--- config.mk ---
export PLATFORM = sky130hd
export DESIGN_NAME = overlapping_frame_buffer_unit
export DESIGN_NICKNAME = d
export VERILOG_FILES = /design/src/hw/rtl/ofb_pkg.sv /design/src/hw/rtl/ofb_ram.sv /design/src/hw/rtl/ofb_ctrl.sv /design/src/hw/rtl/ofb_dp.sv /design/src/hw/rtl/overlapping_frame_buffer_unit.sv
export SDC_FILE = /design/constraint.sdc
export NUM_CORES = 2
export LEC_CHECK = 0
export ABC_CLOCK_PERIOD_IN_PS = 6100
export BUFFER_PORTS_ARGS = -buffer_cell sky130_fd_sc_hd__buf_2
export CAP_MARGIN = 20
export CORE_MARGIN = 4
export CORE_UTILIZATION = 57
export DETAILED_ROUTE_END_ITERATION = 7
export PLACE_DENSITY = 0.76
export SLEW_MARGIN = 10
export SYNTH_ARGS = -nofsm -noshare
export SYNTH_HDL_FRONTEND = slang
export SYNTH_SLANG_ARGS = --single-unit
--- constraint.sdc ---
create_clock -name clk -period 6.1 [get_ports clk]
set_input_delay 0.61 -clock clk [delete_from_list [all_inputs] [get_ports clk]]
set_output_delay 0.61 -clock clk [all_outputs]
set_load 0.1 [all_outputs]
--- src/hw/rtl/ofb_pkg.sv ---
package ofb_pkg;

	localparam int SAMPLE_BITS   = 16;
	localparam int MAX_STEP      = 16;
	localparam int MAX_OVERLAP   = 4;
	localparam int HIST_DEPTH    = MAX_STEP * MAX_OVERLAP;
	localparam int ADDR_BITS     = $clog2(HIST_DEPTH);
	localparam int TOT_BITS      = ADDR_BITS + 1;
	localparam int STEP_BITS     = 5;
	localparam int OVL_BITS      = 3;
	localparam int PROD_BITS     = STEP_BITS + OVL_BITS;
	localparam int CFG_IDX_BITS  = 2;
	localparam int CFG_DATA_BITS = 5;

	typedef enum logic [CFG_IDX_BITS-1:0] {
		REG_STEP    = 2'd0,
		REG_OVERLAP = 2'd1
	} cfg_reg_t;

	// Commands from the controller to the datapath.
	typedef struct packed {
		logic accept;
		logic emit_start;
		logic issue;
		logic finish;
	} ofb_cmd_t;

	// Status from the datapath to the controller.
	typedef struct packed {
		logic hop_done;
		logic can_issue;
		logic last_issue;
	} ofb_sts_t;

	typedef struct packed {
		logic signed [SAMPLE_BITS-1:0] smp;
		logic [ADDR_BITS-1:0]          idx;
		logic                          lst;
	} ofb_res_t;

endpackage

--- src/hw/rtl/ofb_ram.sv ---
module ofb_ram #(
	parameter int WIDTH = 16,
	parameter int DEPTH = 64
) (
	input  logic                     clk,
	input  logic                     we,
	input  logic [$clog2(DEPTH)-1:0] waddr,
	input  logic [WIDTH-1:0]         wdata,
	input  logic                     re,
	input  logic [$clog2(DEPTH)-1:0] raddr,
	output logic [WIDTH-1:0]         rdata
);

	logic [WIDTH-1:0] mem_q [DEPTH];
	logic [WIDTH-1:0] rdata_q;

	always_ff @(posedge clk) begin
		if (we) begin
			mem_q[waddr] <= wdata;
		end
		if (re) begin
			rdata_q <= mem_q[raddr];
		end
	end

	assign rdata = rdata_q;

endmodule

--- src/hw/rtl/ofb_ctrl.sv ---
module ofb_ctrl import ofb_pkg::*; (
	input  logic     clk,
	input  logic     arst_n,
	input  logic     in_valid,
	output logic     in_ready,
	input  ofb_sts_t sts,
	output ofb_cmd_t cmd
);

	typedef enum logic [2:0] {
		ST_IDLE  = 3'b001,
		ST_EMIT  = 3'b010,
		ST_DRAIN = 3'b100
	} state_t;

	state_t state_q, state_nxt;

	always_comb begin
		cmd       = '0;
		state_nxt = state_q;
		in_ready  = (state_q == ST_IDLE);
		case (state_q)
			ST_IDLE: begin
				if (in_valid) begin
					cmd.accept = 1'b1;
					if (sts.hop_done) begin
						cmd.emit_start = 1'b1;
						state_nxt      = ST_EMIT;
					end
				end
			end
			ST_EMIT: begin
				if (sts.can_issue) begin
					cmd.issue = 1'b1;
					if (sts.last_issue) begin
						state_nxt = ST_DRAIN;
					end
				end
			end
			ST_DRAIN: begin
				// The last read returns and is written back in this cycle.
				cmd.finish = 1'b1;
				state_nxt  = ST_IDLE;
			end
			default: begin
				state_nxt = ST_IDLE;
			end
		endcase
	end

	always_ff @(posedge clk or negedge arst_n) begin
		if (!arst_n) begin
			state_q <= ST_IDLE;
		end else begin
			state_q <= state_nxt;
		end
	end

endmodule

--- src/hw/rtl/ofb_dp.sv ---
module ofb_dp import ofb_pkg::*; (
	input  logic                          clk,
	input  logic                          arst_n,
	input  logic                          cfg_we,
	input  logic [CFG_IDX_BITS-1:0]       cfg_idx,
	input  logic [CFG_DATA_BITS-1:0]      cfg_data,
	input  logic signed [SAMPLE_BITS-1:0] sample,
	input  ofb_cmd_t                      cmd,
	output ofb_sts_t                      sts,
	output logic                          out_valid,
	input  logic                          out_ready,
	output ofb_res_t                      out_res
);

	logic [STEP_BITS-1:0] step_q, step_eff, fill_q, fill_eff, fill_inc;
	logic [OVL_BITS-1:0]  ovl_q, ovl_eff, ovl_m1;
	logic [TOT_BITS-1:0]  ring, total;
	logic [ADDR_BITS-1:0] oldest_q, oldest_eff, ptr_q, ptr_inc, k_q;
	logic [ADDR_BITS-1:0] rd_addr, in_addr;
	logic                 phase1;

	logic [HIST_DEPTH-1:0] valid_q;

	logic                   rd_vld_s1, wb_s1, hv_s1, last_s1;
	logic [ADDR_BITS-1:0]   idx_s1, wb_addr_s1;
	logic [SAMPLE_BITS-1:0] ram_rdata, rd_val, ram_wdata;
	logic [ADDR_BITS-1:0]   ram_waddr;
	logic                   ram_we;

	ofb_res_t q_mem [2];
	logic     q_wptr_q, q_rptr_q;
	logic [1:0] q_cnt_q, need;
	logic     push, pop;

	// Out-of-range register values are clamped to the legal range.
	always_comb begin
		if (step_q == '0) begin
			step_eff = STEP_BITS'(1);
		end else if (step_q > STEP_BITS'(MAX_STEP)) begin
			step_eff = STEP_BITS'(MAX_STEP);
		end else begin
			step_eff = step_q;
		end
		if (ovl_q == '0) begin
			ovl_eff = OVL_BITS'(1);
		end else if (ovl_q > OVL_BITS'(MAX_OVERLAP)) begin
			ovl_eff = OVL_BITS'(MAX_OVERLAP);
		end else begin
			ovl_eff = ovl_q;
		end
	end

	assign ovl_m1 = ovl_eff - OVL_BITS'(1);
	assign ring   = TOT_BITS'(PROD_BITS'(step_eff) * PROD_BITS'(ovl_m1));
	assign total  = ring + TOT_BITS'(step_eff);

	assign oldest_eff = (TOT_BITS'(oldest_q) >= ring) ? '0 : oldest_q;
	assign fill_eff   = (fill_q >= step_eff) ? '0 : fill_q;
	assign fill_inc   = fill_eff + STEP_BITS'(1);
	assign in_addr    = ADDR_BITS'(ring + TOT_BITS'(fill_eff));

	// Older hops are read through the ring pointer; the new hop sits at
	// addresses ring..total-1, which equal the frame index itself.
	assign phase1  = TOT_BITS'(k_q) < ring;
	assign rd_addr = phase1 ? ptr_q : k_q;

	always_comb begin
		if (ring == '0 || (TOT_BITS'(ptr_q) + TOT_BITS'(1)) == ring) begin
			ptr_inc = '0;
		end else begin
			ptr_inc = ptr_q + ADDR_BITS'(1);
		end
	end

	assign push = rd_vld_s1;
	assign pop  = out_valid & out_ready;
	assign need = q_cnt_q + {1'b0, rd_vld_s1};

	assign sts.hop_done   = (fill_inc == step_eff);
	assign sts.last_issue = (TOT_BITS'(k_q) == (total - TOT_BITS'(1)));
	assign sts.can_issue  = (need < 2'd2) || ((need == 2'd2) && pop);

	always_ff @(posedge clk or negedge arst_n) begin
		if (!arst_n) begin
			step_q   <= STEP_BITS'(MAX_STEP);
			ovl_q    <= OVL_BITS'(MAX_OVERLAP);
			fill_q   <= '0;
			oldest_q <= '0;
			ptr_q    <= '0;
			k_q      <= '0;
		end else begin
			if (cfg_we) begin
				case (cfg_idx)
					REG_STEP: begin
						step_q   <= cfg_data[STEP_BITS-1:0];
						fill_q   <= '0;
						oldest_q <= '0;
					end
					REG_OVERLAP: begin
						ovl_q    <= cfg_data[OVL_BITS-1:0];
						fill_q   <= '0;
						oldest_q <= '0;
					end
					default: begin
					end
				endcase
			end
			if (cmd.accept) begin
				fill_q <= sts.hop_done ? '0 : fill_inc;
			end
			if (cmd.emit_start) begin
				k_q   <= '0;
				ptr_q <= oldest_eff;
			end
			if (cmd.issue) begin
				k_q   <= k_q + ADDR_BITS'(1);
				ptr_q <= ptr_inc;
			end
			if (cmd.finish) begin
				oldest_q <= ptr_q;
			end
		end
	end

	// Read stage: the history word returns in the cycle after the read.
	always_ff @(posedge clk or negedge arst_n) begin
		if (!arst_n) begin
			rd_vld_s1 <= 1'b0;
			wb_s1     <= 1'b0;
		end else begin
			rd_vld_s1 <= cmd.issue;
			wb_s1     <= cmd.issue && !phase1 && (ring != '0);
		end
	end

	always_ff @(posedge clk) begin
		if (cmd.issue) begin
			idx_s1     <= k_q;
			last_s1    <= sts.last_issue;
			hv_s1      <= valid_q[rd_addr];
			wb_addr_s1 <= ptr_q;
		end
	end

	// Entries never written since reset read as zero.
	assign rd_val = hv_s1 ? ram_rdata : '0;

	assign ram_we    = cmd.accept | wb_s1;
	assign ram_waddr = wb_s1 ? wb_addr_s1 : in_addr;
	assign ram_wdata = wb_s1 ? rd_val : sample;

	always_ff @(posedge clk or negedge arst_n) begin
		if (!arst_n) begin
			valid_q <= '0;
		end else if (ram_we) begin
			valid_q[ram_waddr] <= 1'b1;
		end
	end

	ofb_ram #(
		.WIDTH(SAMPLE_BITS),
		.DEPTH(HIST_DEPTH)
	) u_hist (
		.clk  (clk),
		.we   (ram_we),
		.waddr(ram_waddr),
		.wdata(ram_wdata),
		.re   (cmd.issue),
		.raddr(rd_addr),
		.rdata(ram_rdata)
	);

	// Two-entry output queue; reads are only issued when a slot is free.
	always_ff @(posedge clk or negedge arst_n) begin
		if (!arst_n) begin
			q_wptr_q <= 1'b0;
			q_rptr_q <= 1'b0;
			q_cnt_q  <= '0;
		end else begin
			if (push) begin
				q_wptr_q <= ~q_wptr_q;
			end
			if (pop) begin
				q_rptr_q <= ~q_rptr_q;
			end
			q_cnt_q <= q_cnt_q + {1'b0, push} - {1'b0, pop};
		end
	end

	always_ff @(posedge clk) begin
		if (push) begin
			q_mem[q_wptr_q] <= '{smp: rd_val, idx: idx_s1, lst: last_s1};
		end
	end

	assign out_valid = (q_cnt_q != '0);
	assign out_res   = q_mem[q_rptr_q];

`ifndef NO_ASSERTIONS
	a_no_overflow: assert property (@(posedge clk) disable iff (!arst_n)
		rd_vld_s1 |-> (q_cnt_q < 2'd2 || pop))
		else $error("output queue overflow");

	a_port_conflict: assert property (@(posedge clk) disable iff (!arst_n)
		!(cmd.accept && wb_s1))
		else $error("sample write collides with ring write-back");

	a_no_read_inflight: assert property (@(posedge clk) disable iff (!arst_n)
		cmd.accept |-> !rd_vld_s1)
		else $error("sample accepted while a history read is in flight");
`endif

endmodule

--- src/hw/rtl/overlapping_frame_buffer_unit.sv ---
// Overlapping frame buffer.
// Samples enter on the in channel (in_valid/in_ready, one Q1.15 sample per
// beat) and are gathered into hops of step_length samples. The beat that
// completes a hop starts a frame of step_length * overlap_factor beats on the
// out channel: the older hops, oldest first, then the new hop; last marks
// the final beat and frame_index counts from zero.
// Registers are written on the cfg channel (index 0 step_length, index 1
// overlap_factor); the user must do so only while the block is idle, which
// the block does not enforce. A write to either register restarts the hop
// and keeps the history. cfg_ready is always high. After the completing
// sample, the emit state issues history reads whose words enter the output
// queue; beats follow one per cycle while the receiver keeps up, set by the
// single read port of the history RAM. A drain state then closes the frame.
// A two-beat output queue decouples the sides: when the receiver stalls,
// reads pause, and once the whole frame has been read new samples are
// accepted while the queue drains.
// After reset the history reads as zero, so early frames begin with zeros;
// no clearing pass is needed and input is accepted at once.
module overlapping_frame_buffer_unit import ofb_pkg::*; (
	input  logic                          clk,
	input  logic                          arst_n,
	input  logic                          in_valid,
	output logic                          in_ready,
	input  logic signed [SAMPLE_BITS-1:0] sample,
	output logic                          out_valid,
	input  logic                          out_ready,
	output logic signed [SAMPLE_BITS-1:0] frame_sample,
	output logic [ADDR_BITS-1:0]          frame_index,
	output logic                          last,
	input  logic                          cfg_valid,
	output logic                          cfg_ready,
	input  logic [CFG_IDX_BITS-1:0]       cfg_index,
	input  logic [CFG_DATA_BITS-1:0]      cfg_data
);

	ofb_cmd_t cmd;
	ofb_sts_t sts;
	ofb_res_t res;

	assign cfg_ready = 1'b1;

	ofb_ctrl u_ctrl (
		.clk     (clk),
		.arst_n  (arst_n),
		.in_valid(in_valid),
		.in_ready(in_ready),
		.sts     (sts),
		.cmd     (cmd)
	);

	ofb_dp u_dp (
		.clk      (clk),
		.arst_n   (arst_n),
		.cfg_we   (cfg_valid & cfg_ready),
		.cfg_idx  (cfg_index),
		.cfg_data (cfg_data),
		.sample   (sample),
		.cmd      (cmd),
		.sts      (sts),
		.out_valid(out_valid),
		.out_ready(out_ready),
		.out_res  (res)
	);

	assign frame_sample = res.smp;
	assign frame_index  = res.idx;
	assign last         = res.lst;

endmodule

==> key figures <==
Worst setup path
  • Slowest cell on crit path: fa_2
  • Top delay family on crit path: adder cells
  • Arr. time, crit path: 6.39 ns
  • Crit-path max FO: 16
  • Reg2reg start: u_dp.ovl_q[2]
  • Worst setup EP type: flop
  • Crit path launch type: flop
  • Setup CP Type: flop to flop
  • Crit path largest cell delay: 0.57 ns
  • Worst Setup SP: u_dp.ovl_q[2]
  • Most used cell, CP: inv_1
  • Bufs and invs on worst path: 8
  • CP cell instances: inv_1, nand2_1, ha_1, xor2_1, nand2_1, fa_1, inv_1, ha_2, fa_2, inv_1, ha_1, inv_1, a2111o_1, a221oi_4, buf_12, buf_8, mux2_8, buf_16, buf_6, nand2_1, a32oi_1, and3_2, a311oi_4, o32ai_2
  • Reg2reg setup slack: 0.13 ns
  • Reg2reg end: u_dp.u_hist.rdata[8]
  • CP Depth: 24
  • Worst EP required: 6.51 ns
  • Critical Path Sink: u_dp.u_hist.rdata[8]
  • FF-to-FF path depth: 24

Global routing
  • Grt total ovfl: 0
  • First-pass GRT wire length: 193000 um
  • Vias in the first global route: 30750
  • Tot GR Track Use: 28.59%
  • Initial antenna violation count: 4
  • Largest net degree at the start of global routing: 70

STA
  • RSZ-0062 raised after global routing: true
  • WHS: 0.1543 ns
  • Skew final: 0.03285 ns
  • Max-slew violation count: 0
  • Fmax: 167.4 MHz
  • Worst Max-Slew Pin Slew: 1.073 ns
  • Final setup TNS: 0 ns
  • Rel. slew slack: 28.46%
  • Setup-failing EPs final: 0
  • Crit path time final: 5.973 ns
  • Final worst-path cycle share: 97.92%
  • Final Hold Vio Count: 0

Route
  • WL/cell: 26.72 um
  • Avg Vias per Cell: 6.359
  • WL final: 134400 um
  • Vias: 31990
  • Wire length on met3: 17040 um
  • Drt initial violations: 4855
  • Top layer in use: met5
  • DR pass1 iterations: 8
  • DRC violations left: 0
  • Metal2 WL: 62960 um
  • ANT nets after route: 0
  • Metal-1 WL: 48130 um

Floorplanning
  • Die width: 301.1 um
  • Starting density of the core: 57.51%
  • Die Area: 0.09066 sq mm
  • Number of top-level pins: 54
  • Row cnt: 107
  • CORE AREA: 0.08515 sq mm
  • Die height: 301.1 um

Logic synthesis
  • Register area share after synthesis: 72.78%
  • #FFs+latches synth: 1204
  • Top_reg_cell synth: edfxtp_1
  • Synth Net Count: 3554
  • Asr flop ratio synth: 8.638%
  • Post-synth EDFFs: 1100
  • Synth warn: 0
  • Mapped Avg Cell Area: 14.06 sq um
  • Synth cell types: 77
  • Syn Inst Count: 3482
  • Post-Syn Area: 0.04896 sq mm

Clocking
  • Reg clk slew, reported paths: 0.06 ns
  • Longest Clk Path Bufs: 3
  • Clk Tree Root Cell: clkbuf_16
  • H-tree lvl count: 3
  • CTS tree: done
  • Sink Count: 1204
  • Worst-skew pair later-pin latency: 0.69 ns
  • CTS Buf Count: 114

Power
  • Power share of the sequential group: 31.8%
  • Sw frac: 39.09%
  • Logic pwr share: 46.1%
  • Pwr Density: 559.1 mW/mm^2
  • Internal power: 19660 uW
  • Clock power share: 22.1%
  • Total Power: 32280 uW
  • P_leak: 0.02099 uW
  • Max VDD drop: 387.4 uV
  • Sw power: 12620 uW

Placed design
  • Placed Area: 0.05285 sq mm
  • Placed Cells: 4772
  • RePlAce Congestion: 0.9211
  • DP HPWL: 79720 um
  • # port buffers: 52

Final layout
  • Fin cells: 5031
  • Fin area: 0.05773 sq mm
  • Area delta synth->final: 17.89%
  • Layout cells sized above 1: 20.01%
  • Total Nets Final: 3858

Run status
  • Outcome: complete, no violations

Min path
  • HP Class: input port to flop

Flow run
  • Max-Cap Viols: 0
## repair_timing
action                                  in CTS  in global routing
gates resized for setup                     14                 81
endpoints found under the setup margin       9                189
hold buffers                                 1                  0
cloned                                       0                 13
endpoints found under the hold margin       36                  0
setup buffers                                2                 24
pin swaps                                    1                 12
## how the worst min path moves through the flow
stage | endpoint | start | cells after the start | slack (ns)
2_1_floorplan | u_ctrl.state_q[1] | arst_n | 0 | 0.31
3_3_place_gp | u_dp.q_mem[0][4] | u_dp.idx_s1[3] | 0 | 0.43
3_5_place_dp | u_dp.q_mem[1][6] | u_dp.idx_s1[5] | 0 | 0.43
4_1_cts | u_dp.step_q[4] | cfg_data[4] | 3 | 0.12
5_1_grt | u_dp.step_q[3] | cfg_data[3] | 2 | 0.16
6_report | u_dp.step_q[4] | cfg_data[4] | 3 | 0.15
## through the flow
step / worst slack [ns] / util (%)
after global routing: -0.2312 / 67.78
after floorplan: 0.3813 / -
final: 0.1266 / 67.80
after global placement: -0.3438 / 62.01
after CTS: 0.001892 / 66.69
after detailed placement: -0.4537 / 62.07
## worst reg2reg max path, cell delays in order (launching register included)
cell	delay (ns)
dfstp_2	0.56
inv_1	0.07
nand2_1	0.09
ha_1	0.18
xor2_1	0.19
nand2_1	0.10
fa_1	0.48
inv_1	0.04
ha_2	0.19
fa_2	0.58
inv_1	0.05
ha_1	0.28
inv_1	0.04
a2111o_1	0.34
a221oi_4	0.34
buf_12	0.18
buf_8	0.16
mux2_8	0.43
buf_16	0.19
buf_6	0.19
nand2_1	0.08
a32oi_1	0.10
and3_2	0.26
a311oi_4	0.49
o32ai_2	0.13
## placed cells by master, fill, tap and decap left out, types with 14 or more instances in the layout
cell / instances
a21oi_1: 97
a22oi_1: 22
a31oi_1: 63
a32oi_1: 48
and2_1: 24
and3_1: 38
buf_12: 62
buf_2: 51
buf_4: 227
clkbuf_1: 16
clkbuf_16: 123
clkinv_1: 19
clkinv_2: 27
dfrtp_1: 101
edfxtp_1: 1100
ha_1: 37
inv_1: 49
mux2_2: 62
mux2i_1: 169
nand2_1: 709
nand3_1: 251
nor2_1: 88
o21ai_0: 38
o221ai_1: 34
o22ai_1: 16
o32ai_1: 14
or2_2: 66
xnor2_1: 27
## cells in the mapped netlist (4+ instances only)
master / n / share of area [%]
nand2_1: 709 / 5.4
nor2b_1: 11 / 0.14
nand3_1: 251 / 2.6
a32oi_1: 49 / 0.88
a22oi_1: 22 / 0.34
a211o_1: 4 / 0.072
clkbuf_1: 78 / 0.60
a311oi_1: 14 / 0.25
o32ai_1: 17 / 0.30
or4_1: 4 / 0.061
o21ai_0: 40 / 0.41
ha_1: 38 / 0.97
o31ai_1: 4 / 0.061
o221ai_1: 34 / 0.61
a221oi_1: 13 / 0.23
dfrtp_1: 101 / 5.2
and3_1: 40 / 0.51
buf_4: 21 / 0.32
or2_2: 66 / 0.84
a31oi_1: 71 / 0.91
edfxtp_1: 1100 / 67
o21a_1: 4 / 0.061
nand2b_1: 10 / 0.13
fa_1: 6 / 0.25
a21o_1: 12 / 0.18
xnor2_1: 27 / 0.48
buf_2: 84 / 0.86
mux2_2: 64 / 1.5
nor4_1: 18 / 0.23
o21ai_1: 7 / 0.072
inv_1: 49 / 0.38
nor3_1: 7 / 0.072
mux2i_1: 171 / 3.5
or3_1: 14 / 0.18
buf_1: 6 / 0.046
a21oi_1: 101 / 1.0
nor2_1: 98 / 0.75
o22ai_1: 19 / 0.24
and2_1: 24 / 0.31
xor2_1: 12 / 0.21
## routing by layer
layer,global-route usage (%),vias up
met5,0,-
met4,13.10,2
met3,6.969,362
met2,44.27,2242
met1,38.80,15730
li1,-,13650
## area by class of cell
cell class / instances / area, sq um
Sequential cell: 1204 / 35640
Multi-Input combinational cell: 2042 / 12800
Tap cell: 1144 / 1431
Timing Repair Buffer: 373 / 3851
Inverter: 51 / 191.4
Antenna cell: 4 / 10.01
Clock buffer: 140 / 3062
Fill cell: 5488 / 27420
Clock inverter: 73 / 743.2
## flip-flops by register name, summed over array words and instances (netlist names)
| register | cells |
|---|---|
| u_dp.fill_q | 5 |
| u_dp.wb_addr_s1 | 6 |
| u_dp.q_wptr_q | 1 |
| u_ctrl.state_q | 3 |
| u_dp.step_q | 5 |
| u_dp.q_rptr_q | 1 |
| u_dp.ptr_q | 6 |
| u_dp.oldest_q | 6 |
| u_dp.u_hist.mem_q | 1024 |
| u_dp.idx_s1 | 6 |
| u_dp.wb_s1 | 1 |
| u_dp.valid_q | 64 |
| u_dp.hv_s1 | 1 |
| u_dp.push | 1 |
| u_dp.k_q | 6 |
| u_dp.last_s1 | 1 |
| u_dp.u_hist.rdata | 16 |
| u_dp.ovl_q | 3 |
| u_dp.q_mem | 46 |
| u_dp.q_cnt_q | 2 |
## kinds of logic after synthesis
kind of cell / share of synthesized area (%)
other cells: 0.007659
buf+inv: 2.238
fa+ha+maj: 1.260
mux: 5.226
compound gates: 6.332
xor+xnor: 0.7768
flops: 72.78
simple gates: 11.38
## power groups by stage
stage	logic, uW	clock network [uW]	registers, uW
6_report	14900	7140	10300
3_3_place_gp	12800	0	10400
2_1_floorplan	7800	0	10300
5_1_grt	15500	7540	10300
4_1_cts	13400	7170	10200
3_5_place_dp	13100	0	10400
Note: power is estimated with default switching activity, not from simulation.
